<file path="config.mk">
export PLATFORM = sky130hd
export DESIGN_NAME = adc_frame_channel_unpacker
export DESIGN_NICKNAME = d
export VERILOG_FILES = /design/src/sv/afcu_pkg.sv /design/src/sv/afcu_decode.sv /design/src/sv/afcu_out_buf.sv /design/src/sv/adc_frame_channel_unpacker.sv
export SDC_FILE = /design/constraint.sdc
export NUM_CORES = 1
export LEC_CHECK = 0
export BUFFER_PORTS_ARGS = -buffer_cell sky130_fd_sc_hd__buf_2
export CAP_MARGIN = 15
export CORE_ASPECT_RATIO = 0.75
export CORE_MARGIN = 5
export CORE_UTILIZATION = 30
export CTS_CLUSTER_SIZE = 8
export DETAILED_ROUTE_END_ITERATION = 6
export PLACE_DENSITY_LB_ADDON = 0.12
export SLEW_MARGIN = 0
export SYNTH_ARGS = -nofsm -noshare
export SYNTH_HDL_FRONTEND = slang
export SYNTH_SLANG_ARGS = --single-unit
</file>
<file path="constraint.sdc">
create_clock -name clk_i -period 8.19 [get_ports clk_i]
set_input_delay 2.0475 -clock clk_i [delete_from_list [all_inputs] [get_ports clk_i]]
set_output_delay 2.0475 -clock clk_i [all_outputs]
set_load 0.005 [all_outputs]
</file>
<file path="src/sv/afcu_pkg.sv">
// Shared types and constants for the ADC frame channel unpacker.
// No dependencies; imported by every module of the block.
`timescale 1ns / 1ps
`default_nettype none

package afcu_pkg;

  // Default number of channels in one conversion frame
  localparam int unsigned NumChannelsDef = 8;

  // Field widths
  localparam int unsigned ByteW  = 8;
  localparam int unsigned CodeW  = 20;
  localparam int unsigned IdxW   = 3;
  localparam int unsigned TagW   = 3;
  localparam int unsigned PosW   = 6;
  localparam int unsigned HeldW  = 16;
  localparam int unsigned WordW  = HeldW + ByteW;
  // Wide enough for the largest channel count a 6-bit position can produce
  localparam int unsigned ChW    = 5;
  localparam int unsigned TdataW = 48;

  // Packet format register codes
  typedef enum logic [1:0] {
    FMT_PACKED20 = 2'd0,
    FMT_WIDE24   = 2'd1,
    FMT_WIDE32   = 2'd2,
    FMT_INVALID  = 2'd3
  } afcu_fmt_e;

  // One decoded result
  typedef struct packed {
    logic                    bad_format;
    logic                    frame_done;
    logic [TagW-1:0]         channel_tag;
    logic                    range_flag;
    logic signed [CodeW-1:0] signed_value;
    logic [CodeW-1:0]        raw_value;
    logic [IdxW-1:0]         channel_index;
  } afcu_result_t;

endpackage

`default_nettype wire

</file>
<file path="src/sv/afcu_decode.sv">
// Frame position tracking and channel decode for the ADC frame unpacker.
// Depends on afcu_pkg for the format codes and the result type.
`timescale 1ns / 1ps
`default_nettype none

module afcu_decode #(
  parameter int unsigned NUM_CHANNELS = afcu_pkg::NumChannelsDef
) (
  input  wire logic                       clk_i,
  input  wire logic                       rst_ni,
  input  wire logic                       adv_i,
  input  wire logic [afcu_pkg::ByteW-1:0] byte_i,
  input  wire logic                       start_i,
  input  wire afcu_pkg::afcu_fmt_e        fmt_i,
  output logic                            res_valid_o,
  output afcu_pkg::afcu_result_t          res_o
);
  import afcu_pkg::*;

  localparam int unsigned Len20 = (20 * NUM_CHANNELS + 7) / 8;
  localparam int unsigned Len24 = 3 * NUM_CHANNELS;
  localparam int unsigned Len32 = 4 * NUM_CHANNELS;

  logic [PosW-1:0]  pos_q, pos_d;
  logic [HeldW-1:0] held_q, held_d;
  logic             active_q, active_d;

  logic [PosW-1:0]  pos;
  logic [PosW-1:0]  pos_nxt;
  logic [WordW-1:0] word;
  logic             active;
  logic             bad_start;
  logic [11:0]      prod5;
  logic [12:0]      prod3;
  logic [3:0]       k5;
  logic [4:0]       k3;
  logic [PosW-1:0]  r5_w;
  logic [PosW-1:0]  r3_w;
  logic [ChW-1:0]   ch;
  logic [CodeW-1:0] raw;
  logic             flag;
  logic [TagW-1:0]  tag;
  logic             emit;
  logic [6:0]       len;

  // Working position and byte window; a start byte restarts the frame
  always_comb begin
    pos       = start_i ? '0 : pos_q;
    word      = {start_i ? {HeldW{1'b0}} : held_q, byte_i};
    bad_start = start_i && (fmt_i == FMT_INVALID);
    active    = start_i ? (fmt_i != FMT_INVALID) : active_q;
    pos_nxt   = pos + PosW'(1);
  end

  // Quotient and remainder of the position by five and by three, via reciprocals
  always_comb begin
    prod5 = 12'(pos) * 12'd13;
    k5    = prod5[9:6];
    r5_w  = pos - ((PosW'(k5) << 2) + PosW'(k5));
    prod3 = 13'(pos) * 13'd43;
    k3    = prod3[11:7];
    r3_w  = pos - ((PosW'(k3) << 1) + PosW'(k3));
  end

  // Channel decode for the current format
  always_comb begin
    ch   = '0;
    raw  = '0;
    flag = 1'b0;
    tag  = '0;
    emit = 1'b0;
    len  = '0;
    case (fmt_i)
      FMT_PACKED20: begin
        len = 7'(Len20);
        if (r5_w[2:0] == 3'd2) begin
          ch   = {k5, 1'b0};
          raw  = word[WordW-1:4];
          emit = 1'b1;
        end else if (r5_w[2:0] == 3'd4) begin
          ch   = {k5, 1'b1};
          raw  = word[CodeW-1:0];
          emit = 1'b1;
        end
      end
      FMT_WIDE24: begin
        len = 7'(Len24);
        if (r3_w[1:0] == 2'd2) begin
          ch   = k3;
          raw  = word[WordW-1:4];
          flag = byte_i[3];
          tag  = byte_i[TagW-1:0];
          emit = 1'b1;
        end
      end
      FMT_WIDE32: begin
        len = 7'(Len32);
        if (pos[1:0] == 2'd2) begin
          ch   = {1'b0, pos[PosW-1:2]};
          raw  = word[WordW-1:4];
          flag = byte_i[3];
          tag  = byte_i[TagW-1:0];
          emit = 1'b1;
        end
      end
      default: begin
        len = '0;
      end
    endcase
  end

  // Result assembly
  always_comb begin
    res_o       = '0;
    res_valid_o = 1'b0;
    if (bad_start) begin
      res_o.bad_format = 1'b1;
      res_valid_o      = adv_i;
    end else begin
      res_o.channel_index = ch[IdxW-1:0];
      res_o.raw_value     = raw;
      res_o.signed_value  = raw;
      res_o.range_flag    = flag;
      res_o.channel_tag   = tag;
      res_o.frame_done    = (ch == ChW'(NUM_CHANNELS - 1));
      res_valid_o         = adv_i && active && emit && (ch < ChW'(NUM_CHANNELS));
    end
  end

  // Next frame state
  always_comb begin
    pos_d    = pos_q;
    held_d   = held_q;
    active_d = active_q;
    if (adv_i) begin
      if (bad_start) begin
        pos_d    = '0;
        held_d   = '0;
        active_d = 1'b0;
      end else if (active) begin
        pos_d    = pos_nxt;
        held_d   = word[HeldW-1:0];
        active_d = !((fmt_i == FMT_INVALID) || ({1'b0, pos_nxt} >= len));
      end
    end
  end

  always_ff @(posedge clk_i or negedge rst_ni) begin
    if (!rst_ni) begin
      pos_q    <= '0;
      held_q   <= '0;
      active_q <= 1'b0;
    end else begin
      pos_q    <= pos_d;
      held_q   <= held_d;
      active_q <= active_d;
    end
  end

endmodule

`default_nettype wire

</file>
<file path="src/sv/afcu_out_buf.sv">
// Two-entry result buffer: output register plus skid entry.
// Depends on afcu_pkg for the result type.
`timescale 1ns / 1ps
`default_nettype none

module afcu_out_buf (
  input  wire logic                   clk_i,
  input  wire logic                   rst_ni,
  input  wire logic                   push_i,
  input  wire afcu_pkg::afcu_result_t push_data_i,
  output logic                        room_o,
  output logic                        valid_o,
  input  wire logic                   ready_i,
  output afcu_pkg::afcu_result_t      data_o
);
  import afcu_pkg::*;

  logic [1:0]   count_q, count_d;
  afcu_result_t head_q, head_d;
  afcu_result_t skid_q, skid_d;
  logic         pop;

  assign pop     = (count_q != 2'd0) && ready_i;
  assign room_o  = (count_q != 2'd2);
  assign valid_o = (count_q != 2'd0);
  assign data_o  = head_q;

  // A push only arrives while there is room, so the buffer never overflows
  always_comb begin
    count_d = count_q;
    head_d  = head_q;
    skid_d  = skid_q;
    case ({push_i, pop})
      2'b10: begin
        count_d = count_q + 2'd1;
        if (count_q == 2'd0) begin
          head_d = push_data_i;
        end else begin
          skid_d = push_data_i;
        end
      end
      2'b01: begin
        count_d = count_q - 2'd1;
        head_d  = skid_q;
      end
      2'b11: begin
        head_d = push_data_i;
      end
      default: begin
        count_d = count_q;
      end
    endcase
  end

  always_ff @(posedge clk_i or negedge rst_ni) begin
    if (!rst_ni) begin
      count_q <= '0;
    end else begin
      count_q <= count_d;
    end
  end

  always_ff @(posedge clk_i) begin
    head_q <= head_d;
    skid_q <= skid_d;
  end

endmodule

`default_nettype wire

</file>
<file path="src/sv/adc_frame_channel_unpacker.sv">
// Top level of the ADC frame channel unpacker: input register, format register,
// decode stage and result buffer. Depends on afcu_pkg, afcu_decode, afcu_out_buf.
`timescale 1ns / 1ps
`default_nettype none

// Byte-serial unpacker for ADC conversion frames of NUM_CHANNELS channels
// (eight by default). One frame byte is accepted every clock cycle while the
// output buffer has room; a byte with s_axis_tuser high opens a new frame.
// Each byte is held in an input register and decoded there against the frame
// position and the two previous bytes, and any channel result is registered
// into a two-entry output buffer whose head entry is presented on the master
// side. The input keeps taking one byte per cycle as long as the output buffer
// has room; backpressure on the master side stalls the input only once both
// buffer entries are full. The packet format register (20-bit packed, 24-bit,
// 32-bit) must only be written while no requests are outstanding; a write
// inside a frame applies to the bytes that follow it.
module adc_frame_channel_unpacker #(
  parameter int unsigned NUM_CHANNELS = afcu_pkg::NumChannelsDef
) (
  input  wire logic                        clk_i,
  input  wire logic                        rst_ni,
  // Configuration: packet format
  input  wire logic                        cfg_we_i,
  input  wire logic [1:0]                  cfg_wdata_i,
  // Frame bytes in
  input  wire logic                        s_axis_tvalid,
  output logic                             s_axis_tready,
  input  wire logic [afcu_pkg::ByteW-1:0]  s_axis_tdata,  // [7:0] rx_byte
  input  wire logic                        s_axis_tuser,  // [0] frame_start
  // Channel results out
  output logic                             m_axis_tvalid,
  input  wire logic                        m_axis_tready,
  // [2:0] channel_index, [22:3] raw_value, [42:23] signed_value,
  // [43] range_flag, [46:44] channel_tag, [47] zero
  output logic [afcu_pkg::TdataW-1:0]      m_axis_tdata,
  output logic                             m_axis_tlast,  // frame_done
  output logic                             m_axis_tuser   // [0] bad_format
);
  import afcu_pkg::*;

  afcu_fmt_e        fmt_q;
  logic             in_valid_q;
  logic [ByteW-1:0] in_byte_q;
  logic             in_start_q;
  logic             adv;
  logic             room;
  logic             res_valid;
  afcu_result_t     res;
  afcu_result_t     out_res;

  // Packet format register
  always_ff @(posedge clk_i or negedge rst_ni) begin
    if (!rst_ni) begin
      fmt_q <= FMT_PACKED20;
    end else if (cfg_we_i) begin
      fmt_q <= afcu_fmt_e'(cfg_wdata_i);
    end
  end

  // Input register; it moves on whenever the result buffer has room
  assign adv           = in_valid_q && room;
  assign s_axis_tready = !in_valid_q || room;

  always_ff @(posedge clk_i or negedge rst_ni) begin
    if (!rst_ni) begin
      in_valid_q <= 1'b0;
    end else if (s_axis_tready) begin
      in_valid_q <= s_axis_tvalid;
    end
  end

  always_ff @(posedge clk_i) begin
    if (s_axis_tready && s_axis_tvalid) begin
      in_byte_q  <= s_axis_tdata;
      in_start_q <= s_axis_tuser;
    end
  end

  afcu_decode #(
    .NUM_CHANNELS(NUM_CHANNELS)
  ) u_decode (
    .clk_i       (clk_i),
    .rst_ni      (rst_ni),
    .adv_i       (adv),
    .byte_i      (in_byte_q),
    .start_i     (in_start_q),
    .fmt_i       (fmt_q),
    .res_valid_o (res_valid),
    .res_o       (res)
  );

  afcu_out_buf u_out_buf (
    .clk_i       (clk_i),
    .rst_ni      (rst_ni),
    .push_i      (res_valid),
    .push_data_i (res),
    .room_o      (room),
    .valid_o     (m_axis_tvalid),
    .ready_i     (m_axis_tready),
    .data_o      (out_res)
  );

  // Pack the result onto the master side
  assign m_axis_tdata = {1'b0, out_res.channel_tag, out_res.range_flag,
                         out_res.signed_value, out_res.raw_value,
                         out_res.channel_index};
  assign m_axis_tlast = out_res.frame_done;
  assign m_axis_tuser = out_res.bad_format;

endmodule

`default_nettype wire

</file>
==> impl_results.md <==
- Die height: 131 um
- Setup violators final: 0
- Crit path top cell by count: nand2_1
- Worst flop-to-flop path endpoint: u_out_buf.data_o[9]$_DFFE_PP_
- Post-Synthesis Cells: 560
- Setup slack, reg-to-reg: 1.07 ns
- Slowest stage cell on the critical path: edfxtp_1
- Nets: 662
- Mapped Area: 5870 um2
- Synth async-reset ratio: 29.5%
- Sink Count: 95
- Top cell type's share of synthesized area: 34.3%
- Max-slew violations: 0
- Data arrival time of the worst path: 7.32 ns
- Largest net degree at the start of global routing: 44
- CP Capture Type: flop
- Post-detail-place hpwl: between 10,000 and 15,000 um
- Initial core utilization: 30.4%
- Row Count: 44
- Syn_area_per_cell: 10.5 um2
- Hold_sp: u_decode.held_q[15]$_DFFE_PN0P_
- Sequential area share after synthesis: 46.2%
- Crit path from: in_start_q$_DFFE_PP_
- Post-CTS setup buffer count: 0
- # diodes: 0
- H-tree lvl count: 3
- Reg2reg start: in_start_q$_DFFE_PP_
- CTS clk-pin slew, worst paths: 0.06 ns
- Highest clock rate: 0.140 GHz
- Hold crit path type: flop to flop
- Fin. Hold Viols: 0
- Core Footprint: just under 20,000 um2
- Fillcell total: 1,930
- Area leader, netlist: edfxtp_1
- CP required: approximately 8.4 ns
- Final worst-path cycle share: 86.9%
- Min Tclk post-route: 7.12 ns
- WS Path Type: flop to flop
- Routed WL: ~15,000 um
- I/O pins: a little under 70
- Post-synth top cells: 77 x nand2_1, 67 x edfxtp_1, 42 x ha_1
- Actual slew at the worst max-slew pin: approximately 0.75 ns
- Largest buffer count on any clock path: 2
- Port bufs: 66
- DR pass1 iterations: 5
- Vias in the first global route: 4,029
- Path depth of the worst reg2reg path: 24
- P_leak: 2.85 nW
- Hold WS: 0.494 ns
- Layout area overhead: 12.2%
- Routed vias: 4,129
- Power Dens Cells: 265 nW/um2
- Status: finished clean
- Clock skew: a little under 0.008 ns
- Routed Antenna Nets: 0
- Gr busiest metal: met1
- Initial antenna violation count: 0
- Post-DR wirelength/cell: 17.3 um
- Gp weighted congestion: 0.843
- M1 GR Usage: 22.5%
- Routed vias/inst: approximately 4.8
- Yosys warning count: 0
- Setup TNS: 0 ns
- Hold-fix buffers, CTS: 0
- Max_cap viols: 0
- Initial DRC Count: 279
- Die area: between 20,000 and 25,000 um2
- Skew-Pair Late Insertion Delay: 0.34 ns
- CTS buffer count: 9
- Max rail drop VDD: 134 uV
- Worst-path fanout max: 20
- Slew margin rel.: 49.7%
- Post-synthesis cell type count: 61
- Die width: ~170 um
- Cell with the most instances after synthesis: nand2_1
- Largest cells by area after synthesis: edfxtp_1 34%, dfrtp_1 12%, ha_1 8.9%
- Drt drc: 0
- Met3 usage: 3.15%
- Tot GR Track Use: between 10% and 20%
- Crit path launch type: flop
- Global-route wire length before repair: 23,400 um
- TritonCTS clock tree: built
- Resized Gates After CTS: 0
- Net Count, Synth: 625
- EDFF count, synth: 67
- End of the critical path: u_out_buf.data_o[9]$_DFFE_PP_
- Top FF cell, synth: edfxtp_1
- Flops & latches, synth: 95
- Fraction of layout cells with a size suffix above 1: 18.1%
- Unrepaired setup endpoints after global routing: false
- CTS Root Cell: clkbuf_16
- Worst path cell trace: nand2b_1 -> clkinv_1 -> nand2_1 -> fa_1 -> inv_1 -> ha_1 -> and4_1 -> a22oi_1 -> nor2b_1 -> xnor2_1 -> fa_1 -> xor2_1 -> nand3_1 -> mux4_2 -> o211ai_4 -> nor2_4 -> nor4_4 -> a31oi_1 -> ha_1 -> buf_4 -> or3_1 -> nor2b_1 -> nand2_1 -> nand2_1
- Max incr delay on CP: 0.71 ns
- Overflow after GRT: 0
- Met2 Usage GRT: between 10% and 20%
-- worst min path at each step --
stage / depth (start not counted) / to / slack (ns)
finish: 2 / u_decode.held_q[15]$_DFFE_PN0P_ / 0.49
global route: 1 / u_decode.active_q$_DFFE_PN0P_ / 0.54
CTS: 2 / u_decode.held_q[15]$_DFFE_PN0P_ / 0.50
detailed placement: 2 / u_decode.held_q[15]$_DFFE_PN0P_ / 0.48
global placement: 2 / u_decode.held_q[15]$_DFFE_PN0P_ / 0.47
floorplan: 2 / u_decode.held_q[12]$_DFFE_PN0P_ / 0.45
-- cells in the final DEF (no fill, tap or decap), drive strengths merged, types with 4 or more instances in the layout --
cell,count
nand2,77
buf,76
edfxtp,67
ha,42
o21ai,42
nor2,40
dfrtp,28
inv,27
a22oi,27
xnor2,17
nand2b,14
a21oi,10
nor2b,10
clkbuf,10
and2,9
mux2,7
fa,7
o31ai,6
xor2,6
nand3,6
clkinv,6
nor4,5
and3,4
a211oi,4
o211ai,4
-- flip-flops by register name (all words and copies together), names as in the netlist --
register,cells
fmt_q,2
in_byte_q,8
in_start_q,1
in_valid_q,1
u_decode.active_q,1
u_decode.held_q,16
u_decode.pos_q,6
u_out_buf.count_q,2
u_out_buf.data_o,29
u_out_buf.skid_q,29
-- area by class of cell --
type	count	area, um2	share of cell area (%)
clock inverters	6	61.3	0.931
clock buffers	10	229	3.48
inverters	28	105	1.60
repair buffers	76	405	6.16
well taps	253	317	4.81
multi-input cells	387	2760	41.9
flip-flops and latches	95	2710	41.2
-- metrics by stage --
stage / utilization (%) / std cells / cell area [um2] / total power, mW / worst slack [ns]
5_1_grt: 34.1 / 855 / 6590 / 1.87 / 0.385
3_3_place_gp: 32.6 / 839 / 6300 / 1.34 / 1.34
6_report: 34.1 / 855 / 6590 / 1.74 / 1.07
3_5_place_dp: 32.6 / 839 / 6300 / 1.34 / 1.10
4_1_cts: 34.1 / 855 / 6590 / 1.77 / 1.06
2_1_floorplan: - / 560 / 5870 / 1.16 / 1.10
-- report_power, final --
group          switching, mW  leakage [nW]  internal (mW)
registers              0.114          1.01          0.662
clock network          0.180         0.144          0.236
logic                  0.332          1.70          0.221
total                  0.626          2.85           1.12
-- layer usage --
layer  wire length (um)  vias to the layer above
met5                  0                        -
met2               5520                      121
li1                   -                     2036
met4                 74                        0
met1               8250                     1966
met3                979                        6
-- critical path: cells and delay by family (launching register included) --
| family | cells | cell delay, ns |
|---|---|---|
| AO/OA/AOI/OAI | 3 | 0.85 |
| XOR/XNOR | 2 | 0.46 |
| adder cells (fa/ha/maj) | 4 | 1.35 |
| buffers and inverters | 3 | 0.68 |
| flip-flops | 1 | 0.71 |
| multiplexers | 1 | 0.52 |
| AND/OR/NAND/NOR | 11 | 2.39 |
-- logic make-up (layout without fill, tap and decap cells) --
group	Yosys count	after routing	synth area share (%)
and+or+nand+nor	183	183	14.9
AOI/OAI and AO/OA	118	118	14.1
DFF	95	95	46.2
buffers and inverters	78	120	6.90
adders and majority gates	49	49	11.3
xor gates and xnor gates	25	25	4.22
muxes	11	11	2.24
other	1	1	0.0639
No activity file was read; power rests on OpenSTA's default activity.
